[src/hw/rtl/tcec_pkg.sv]
// tcec_pkg: shared types for the touch contact event classifier.
// Used by tcec_cell, the top level and the port checker. No dependencies.
package tcec_pkg;

    typedef enum logic [1:0] {
        EV_DOWN = 2'd0,
        EV_UP   = 2'd1,
        EV_MOVE = 2'd2,
        EV_SAME = 2'd3
    } ev_kind_t;

    // One touch report as held in the request stage and in each cell
    typedef struct packed {
        logic [15:0] contact_id;
        logic        on_surface;
        logic [15:0] pos_x;
        logic [15:0] pos_y;
    } report_t;

    // Match result handed from cell to cell; the lowest hit wins
    typedef struct packed {
        logic     found;
        ev_kind_t kind;
    } link_t;

    localparam int S_TDATA_W = 56;
    localparam int M_TDATA_W = 8;

endpackage

[src/hw/rtl/tcec_cell.sv]
// tcec_cell: one slot of the contact table. Holds one stored report,
// matches it against the request and passes the match result down the chain.
// Depends on tcec_pkg.
module tcec_cell #(
    parameter int IDX   = 0,
    parameter int CNT_W = 4
) (
    input  logic             clk,
    input  tcec_pkg::report_t req,
    input  logic [CNT_W-1:0] count,
    input  logic             go,
    input  logic             found_all,
    input  tcec_pkg::link_t  link_in,
    output tcec_pkg::link_t  link_out
);
    import tcec_pkg::*;

    report_t  entry_reg;
    logic     active;
    logic     hit;
    logic     first_hit;
    logic     append_here;
    ev_kind_t my_kind;

    assign active    = CNT_W'(IDX) < count;
    assign hit       = active && (entry_reg.contact_id == req.contact_id);
    assign first_hit = hit && !link_in.found;
    // slot just past the last valid entry takes an unknown id
    assign append_here = !found_all && (count == CNT_W'(IDX));

    always_comb
    begin
        if (entry_reg.on_surface && req.on_surface)
        begin
            if (entry_reg.pos_x == req.pos_x && entry_reg.pos_y == req.pos_y)
                my_kind = EV_SAME;
            else
                my_kind = EV_MOVE;
        end
        else if (!entry_reg.on_surface && req.on_surface)
            my_kind = EV_DOWN;
        else
            my_kind = EV_UP;
    end

    always_comb
    begin
        link_out = link_in;
        if (first_hit)
        begin
            link_out.found = 1'b1;
            link_out.kind  = my_kind;
        end
    end

    always_ff @(posedge clk)
    begin
        if (go && (first_hit || append_here))
            entry_reg <= req;
    end

endmodule

[src/hw/rtl/touch_contact_event_classifier_top.sv]
// touch_contact_event_classifier_top: classifies touch reports against a
// table of the last report per contact id. Depends on tcec_pkg, tcec_cell.
//
// Usage:
//   Slave channel (s_t*) takes one touch report per request: contact id,
//   on-surface flag, x and y. Master channel (m_t*) returns one result per
//   report: event kind (down, up, move, move unchanged) and a table-full flag.
//   Every report gives exactly one result, in order.
// Flow:
//   A report is registered on acceptance, then matched through the chain
//   of MAX_CONTACTS table cells once the output is free, when the table is
//   updated and the result registered. s_tready is low while a report is
//   held, until it is matched. The chain of cells sets the clock period.
// Reset:
//   rst_n clears the entry count and all handshake state; table entries are
//   only read once counted, so they need no clearing.
// Stall:
//   While m_tready is low the result stays on m_tdata; a second report can
//   still be taken and waits in the request stage until the output frees.
module touch_contact_event_classifier_top #(
    parameter int MAX_CONTACTS = 8
) (
    input  logic                           clk,
    input  logic                           rst_n,
    input  logic                           s_tvalid,
    output logic                           s_tready,
    // [15:0] contact_id, [16] on_surface, [32:17] pos_x, [48:33] pos_y, rest zero
    input  logic [tcec_pkg::S_TDATA_W-1:0] s_tdata,
    output logic                           m_tvalid,
    input  logic                           m_tready,
    // [1:0] event_kind, [2] table_full, rest zero
    output logic [tcec_pkg::M_TDATA_W-1:0] m_tdata
);
    import tcec_pkg::*;

    localparam int CNT_W = $clog2(MAX_CONTACTS + 1);

    report_t          req_reg;
    logic             req_valid_reg;
    logic             req_valid_next;
    logic             out_valid_reg;
    logic             out_valid_next;
    ev_kind_t         out_kind_reg;
    ev_kind_t         out_kind_next;
    logic             out_full_reg;
    logic             out_full_next;
    logic [CNT_W-1:0] count_reg;
    logic [CNT_W-1:0] count_next;

    logic  s_accept;
    logic  go;
    logic  found_all;
    logic  room;
    link_t link [0:MAX_CONTACTS];

    assign s_tready = !req_valid_reg;
    assign s_accept = s_tvalid && s_tready;
    assign go       = req_valid_reg && (!out_valid_reg || m_tready);

    assign link[0]   = '0;
    assign found_all = link[MAX_CONTACTS].found;
    assign room      = count_reg < CNT_W'(MAX_CONTACTS);

    genvar gi;
    generate
        for (gi = 0; gi < MAX_CONTACTS; gi++)
        begin : g_cell
            tcec_cell #(
                .IDX   (gi),
                .CNT_W (CNT_W)
            ) u_cell (
                .clk       (clk),
                .req       (req_reg),
                .count     (count_reg),
                .go        (go),
                .found_all (found_all),
                .link_in   (link[gi]),
                .link_out  (link[gi+1])
            );
        end
    endgenerate

    always_comb
    begin
        req_valid_next = req_valid_reg;
        out_valid_next = out_valid_reg;
        out_kind_next  = out_kind_reg;
        out_full_next  = out_full_reg;
        count_next     = count_reg;

        if (out_valid_reg && m_tready)
            out_valid_next = 1'b0;

        if (go)
        begin
            req_valid_next = 1'b0;
            out_valid_next = 1'b1;
            out_full_next  = 1'b0;
            if (found_all)
                out_kind_next = link[MAX_CONTACTS].kind;
            else
            begin
                if (!req_reg.on_surface)
                    out_kind_next = EV_UP;
                else if (count_reg == '0)
                    out_kind_next = EV_DOWN;
                else
                    out_kind_next = EV_MOVE;
                if (room)
                    count_next = count_reg + CNT_W'(1);
                else
                    out_full_next = 1'b1;
            end
        end

        if (s_accept)
            req_valid_next = 1'b1;
    end

    always_ff @(posedge clk or negedge rst_n)
    begin
        if (!rst_n)
        begin
            req_valid_reg <= 1'b0;
            out_valid_reg <= 1'b0;
            count_reg     <= '0;
        end
        else
        begin
            req_valid_reg <= req_valid_next;
            out_valid_reg <= out_valid_next;
            count_reg     <= count_next;
        end
    end

    always_ff @(posedge clk)
    begin
        if (s_accept)
        begin
            req_reg.contact_id <= s_tdata[15:0];
            req_reg.on_surface <= s_tdata[16];
            req_reg.pos_x      <= s_tdata[32:17];
            req_reg.pos_y      <= s_tdata[48:33];
        end
        out_kind_reg <= out_kind_next;
        out_full_reg <= out_full_next;
    end

    assign m_tvalid = out_valid_reg;
    assign m_tdata  = {(M_TDATA_W - 3)'(0), out_full_reg, out_kind_reg};

endmodule

[config.mk]
export PLATFORM = sky130hd
export DESIGN_NAME = touch_contact_event_classifier_top
export DESIGN_NICKNAME = d
export VERILOG_FILES = /design/src/hw/rtl/tcec_pkg.sv /design/src/hw/rtl/tcec_cell.sv /design/src/hw/rtl/touch_contact_event_classifier_top.sv
export SDC_FILE = /design/constraint.sdc
export NUM_CORES = 1
export LEC_CHECK = 0
export BUFFER_PORTS_ARGS = -buffer_cell sky130_fd_sc_hd__buf_2
export CAP_MARGIN = 30
export CORE_UTILIZATION = 60
export DETAILED_ROUTE_END_ITERATION = 7
export PLACE_DENSITY = 0.82
export SYNTH_ARGS = -nofsm -noshare
export SYNTH_HDL_FRONTEND = slang
export SYNTH_SLANG_ARGS = --single-unit
[constraint.sdc]
create_clock -name clk -period 15.6 [get_ports clk]
set_input_delay 0.78 -clock clk [delete_from_list [all_inputs] [get_ports clk]]
set_output_delay 0.78 -clock clk [all_outputs]
set_load 0.02 [all_outputs]
# Yosys cells after proc, flatten, opt, wreduce, memory -nomap -nowiden

Index checks and enable logic that the tools add are counted.

Output and inout port bits: 10
Logic and storage cells: 212
Input port bits: 60
Bits in registers: 450

Add/subtract/negate cells: 1
Equality and inequality tests: 31
Bitwise operators: 1
Reduce and logical (&&, ||, !) cells: 89
$lt $le $gt $ge: 9
Multiplexer cells: 40

Operators by type and width:

| operator                                                                     | number |
|---|---|
| 16-bit == test                                                               | 24 |
| 1-bit logical AND                                                            | 58 |
| 3-bit two-way mux                                                            | 8 |
| 2-bit two-way mux                                                            | 11 |
| 1-bit two-way mux                                                            | 21 |
| 1-bit zero test                                                              | 18 |
| 4-bit by 3-bit == test with 1-bit output (second input constant)             | 4 |
| 3-bit by 4-bit less-than comparator with 1-bit output (first input constant) | 4 |
| 1-bit logical OR                                                             | 9 |
| 4-bit by 2-bit == test with 1-bit output (second input constant)             | 2 |
| 1-bit by 4-bit less-than comparator with 1-bit output (first input constant) | 2 |
| 2-bit by 4-bit less-than comparator with 1-bit output (first input constant) | 2 |
| 4-bit by 1-bit adder with 4-bit output (second input constant)               | 1 |
| 4-bit by 1-bit == test with 1-bit output (second input constant)             | 1 |
| 4-bit zero test                                                              | 1 |
| 4-bit less-than comparator (second input constant)                           | 1 |
| 2-bit nonzero test                                                           | 2 |
| 3-bit AND reduction                                                          | 1 |
| 1-bit inverter                                                               | 1 |

# Depth between registers and ports, before layout

Depth after elaboration: 30
Mapped depth: 9
Depth with buffers taken out: 9

# Cells and area by module

From an unflattened synthesis, not the netlist that was laid out.

Cell total of the unflattened synthesis: 1088
Area, all modules: 18542.8 sq um

By module, submodules not included:

| module                             | cells each | area an instance (sq um) | instances | sequential area each (sq um) |
|---|---|---|---|---|
| tcec_cell at g_cell[7].u_cell      | 127        | 2087.0                   | 1         | 1471.4 |
| tcec_cell at g_cell[2].u_cell      | 127        | 2082.0                   | 1         | 1471.4 |
| tcec_cell at g_cell[4].u_cell      | 126        | 2080.7                   | 1         | 1471.4 |
| tcec_cell at g_cell[1].u_cell      | 123        | 2078.2                   | 1         | 1471.4 |
| tcec_cell at g_cell[5].u_cell      | 125        | 2075.7                   | 1         | 1471.4 |
| tcec_cell at g_cell[0].u_cell      | 123        | 2074.5                   | 1         | 1471.4 |
| tcec_cell at g_cell[6].u_cell      | 124        | 2068.2                   | 1         | 1471.4 |
| tcec_cell at g_cell[3].u_cell      | 122        | 2062.0                   | 1         | 1471.4 |
| touch_contact_event_classifier_top | 91         | 1934.4                   | 1         | 1711.6 |

# Least setup slack after synthesis

Ideal clock, no wire load.

Kind: register to register
Start point: register req_reg[36] (netlist bit)
End point: register g_cell[5].u_cell.entry_reg[0] (netlist bit) (enable)
Cell stages (with the launch flop): 10
Path buffers: 1
Data required time: 15.077 ns
Slack: 9.564 ns
Clock period less this slack: 6.036 ns
Library setup time: 0.523 ns
Data arrival time: 5.513 ns
Cells stage by stage: edfxtp_1 -> buf_6 -> xnor2_1 -> and4_4 -> and4b_1 -> a32oi_1 -> or3b_4 -> nor2_1 -> nand2_1 -> o21ai_0

Longest elaborated chain between the ends: 28
Elaborated cells between the ends (all ways): 42
Classes of those cells: eq/ne (8); mux (8); reduce/logical (26)

RTL lines:

| what                 | RTL line                                 | source |
|---|---|---|
| start, declared      | touch_contact_event_classifier_top.sv:38 | `report_t req_reg;` |
| 16-bit == test       | tcec_cell.sv:26                          | `assign hit = active && (entry_reg.contact_id == req.contact_id);` |
| 1-bit logical AND    | tcec_cell.sv:26                          |  |
| 3-bit two-way mux    | tcec_cell.sv:49                          | `if (first_hit)` |
| 1-bit zero test      | tcec_cell.sv:27                          | `assign first_hit = hit && !link_in.found;` |
| 1-bit logical AND    | tcec_cell.sv:27                          |  |
| 3-bit two-way mux    | tcec_cell.sv:49                          |  |
| 1-bit zero test      | tcec_cell.sv:27                          |  |
| 1-bit logical AND    | tcec_cell.sv:27                          |  |
| [... 12 more ...]    | n/a                                      |  |
| 3-bit two-way mux    | tcec_cell.sv:49                          |  |
| 1-bit zero test      | tcec_cell.sv:27                          |  |
| 1-bit logical AND    | tcec_cell.sv:27                          |  |
| 3-bit two-way mux    | tcec_cell.sv:49                          |  |
| 1-bit zero test      | tcec_cell.sv:29                          | `assign append_here = !found_all && (count == CNT_W'(IDX));` |
| 1-bit logical AND    | tcec_cell.sv:29                          |  |
| 1-bit logical OR *   | tcec_cell.sv:58                          | `if (go && (first_hit \|\| append_here))` |
| 1-bit logical AND *  | tcec_cell.sv:58                          |  |
| end signal, assigned | tcec_cell.sv:59                          | `entry_reg <= req;` |
| end, declared        | tcec_cell.sv:18                          | `report_t entry_reg;` |

Every way passes the cells marked *; elsewhere a longest branch is shown, timed or not.
A chain may end at the register's enable or synchronous reset.

# Worst setup path after layout

Start point: register req_reg[36] (netlist bit)
End point: register g_cell[5].u_cell.entry_reg[35] (netlist bit) (enable)

Same word-level chain as after synthesis.

==> flow_summary_export.csv <==
group,metric,value,unit
outcome,status,"complete, no violations",
critical_path,slowest_delay,0.89,ns
layout,largest_reg_flops,392,
clocking,clk_pin_slew,0.06,ns
layout,drive_gt1_share,14.03,%
layout,syn2layout_area_growth,13.25,%
route,dr.pass1.iters,5,
global_routing,overflow,0,
global_routing,grt_max_degree,50,
synth,synth.area.top_cells,"edfxtp_1, xnor2_1, xor2_1",
worst_hold_path,hold_path.class,"in -> async",
critical_path,critPathCaptureType,"register",
layout,num_antenna_cells,0,
clocking,numCtsBuffers,45,
global_routing,grt_pass1_vias,9789,
place,dpl.hpwl,23150,um
place,place.gp.congestion,0.8599,
synth,synthDistinctLibCells,58,
layout,final_nets,1301,
timing,slew_headroom,39.70,%
floorplanning,core.rowCount,64,
layout,final_core_util,69.04,%
synth,netlist.area_leader.share,71.50,%
layout,final_common_cell,"edfxtp_1",
synth,synth.yosys.warnings,0,
synth,ys.flop_type,"edfxtp_1",
clocking,cts_tree,"built",
critical_path,slowest_stage,"edfxtp_1",
synth,synthesis.area,0.01865,mm^2
clocking,clk-insertion-delay-late,0.55,ns
timing,fin_tns_setup,0,ns
pwr,p_int,2324,uW
floorplanning,fp.dieW,178.3,um
route,drt_iter0_drc,990,
clocking,cts_root_buf,"clkbuf_16",
critical_path,crit_path_max_fanout,26,
route,detail-route-antenna-nets,0,
pwr,clkPwrFrac,36.5,%
timing,hold_viol,0,
clocking,cts.path.max_buffers,3,
clocking,post_cts_buffers,0,
timing,rsz0062_at_grt,"false",
global_routing,grt_antenna_before_repair,0,
floorplanning,dieArea,0.03179,mm^2
floorplanning,ioPinCount,70,
timing,skew,0.02463,ns
pwr,netSwitchingPower,782.6,uW
place,port_buffers,57,
synth,syn-instance-count,1146,
pwr,power.leakage,0.006845,uW
synth,synth-edff-count,444,
timing,finalSetupViolations,0,
synth,ys_seq_area_share,72.30,%
synth,synth_top_area_cell,"edfxtp_1",
clocking,clock_sinks,450,
route,num_vias,9906,
timing,finalMaxSlewViolations,0,
clocking,ctsResizeCount,0,
pwr,power_density,147.1,mW/mm^2
timing,post-route-period-util,28.30,%
route,vias_per_cell,5.950,
pwr,seq_power_share,49.8,%
clocking,hold_buffers,0,
pwr,sw_frac_of_total,25.19,%
critical_path,required,15.78,ns
critical_path,critPathKind,"reg -> reg",
clocking,cts_max_level,2,
synth,async_reset_ff_share,1.333,%
layout,final_cell_mix,"edfxtp_1, xnor2_1, xor2_1, buf_2, nand4_1",
route,wl_per_cell,23.07,um
critical_path,path_cells,"xnor2_1, and4_4, and4b_1, a32oi_1, or3b_4, nor2_1, nand2_1, o21ai_4, buf_4",
critical_path,start_kind,"register",
timing,worst_pin_slew,0.8962,ns
floorplanning,start_util,60.96,%
global_routing,grt_usage,24.90,%
timing,fmax,226.5,MHz
pwr,irDropWorstVdd,0.0001261,V
synth,synth.avg_cell_area,16.27,um^2
timing,layout_min_cycle_time,4.415,ns
pwr,p_comb_share,13.7,%
floorplanning,coreArea,0.03059,mm^2
synth,ys_ff_latch,450,
run,drv_cap,0,
critical_path,cp.arrival,4.60,ns
route,drt_wl_total,38420,um
floorplanning,fp.dieH,178.3,um
route,route.detailed.drc,0,
global_routing,grt_pass1_wl,57750,um
critical path, delay by kind of cell, from the launching register on:
kind / cells / cell delay (ns)
and+or+nand+nor: 5 / 1.29
buffers and inverters: 1 / 0.50
AOI/OAI and AO/OA: 2 / 1.11
xor gates and xnor gates: 1 / 0.22
DFF: 1 / 0.89
power by group through the flow:
stage	Clock (uW)	Combinational (uW)	Sequential [uW]
3_5_place_dp	0	420	1570
2_1_floorplan	0	298	1540
5_1_grt	1190	459	1560
6_report	1130	426	1550
4_1_cts	1150	427	1550
3_3_place_gp	0	404	1570
area by class of cell:
type / count / area (um^2)
sequential: 450 / 13480
fill: 1923 / 9472
multi-input combinational: 625 / 4913
clock buffer: 54 / 1191
timing repair buffer: 98 / 593.1
tap: 396 / 495.5
clock inverter: 24 / 374.1
inverter: 18 / 67.56
synth_stat cells (all sizes together), types with 2 or more instances:
cell,n
nor2b,4
nand4,54
dfrtp,6
edfxtp,444
or4,3
a222oi,3
xor2,165
a21oi,6
and4,2
nor3,15
nor2,14
or2,2
nand2b,2
o22ai,5
clkbuf,35
ha,3
inv,18
a211oi,2
and3,5
nand2,17
buf,22
nor4,48
o21ai,11
xnor2,209
o211ai,2
nand3,22
layer usage:
layer	global-route usage [%]	vias up	share of wire, %
li1	-	4407	-
met5	0	-	0
met4	8.051	0	2.9
met1	36.64	4920	42
met2	38.38	492	47
met3	3.964	87	8.7
final timing paths:
| check | start | endpoint | cells after the start | slack, ns |
|---|---|---|---|---|
| min | rst_n | count_reg[3] | 1 | 0.08 |
| max | req_reg[36] | g_cell[5].u_cell.entry_reg[35] | 9 | 11.18 |
| min in group clk | s_tdata[43] | req_reg[10] | 1 | 0.41 |
| min reg2reg | req_reg[28] | g_cell[1].u_cell.entry_reg[28] | 0 | 0.47 |
| max reg2reg | req_reg[36] | g_cell[5].u_cell.entry_reg[35] | 9 | 11.18 |
| max in group asynchronous | rst_n | count_reg[0] | 1 | 15.35 |
cell families after synthesis:
| logic type | after synthesis | synth area share (%) |
|---|---|---|
| flops | 450 | 72.30 |
| fa+ha+maj | 3 | 0.2013 |
| xor+xnor | 374 | 17.57 |
| compound gates | 44 | 1.657 |
| simple gates | 197 | 6.220 |
| buf+inv | 75 | 1.899 |
| mux | 2 | 0.1342 |
| other cells | 1 | 0.02011 |
stage by stage:
| stage | cells | cell area (um^2) | power (uW) | hold slack [ns] | setup slack [ns] |
|---|---|---|---|---|---|
| finish | 1665 | 21120 | 3107 | 0.08471 | 11.18 |
| global route | 1665 | 21120 | 3209 | 0.08333 | 10.95 |
| CTS | 1665 | 21120 | 3120 | 0.07542 | 11.20 |
| detailed placement | 1587 | 19550 | 1992 | 0.4494 | 11.24 |
| global placement | 1587 | 19550 | 1971 | 0.4317 | 11.33 |
| floorplan | 1150 | 18660 | 1842 | 0.4844 | 9.564 |
Power figures use the tool's default switching activity.
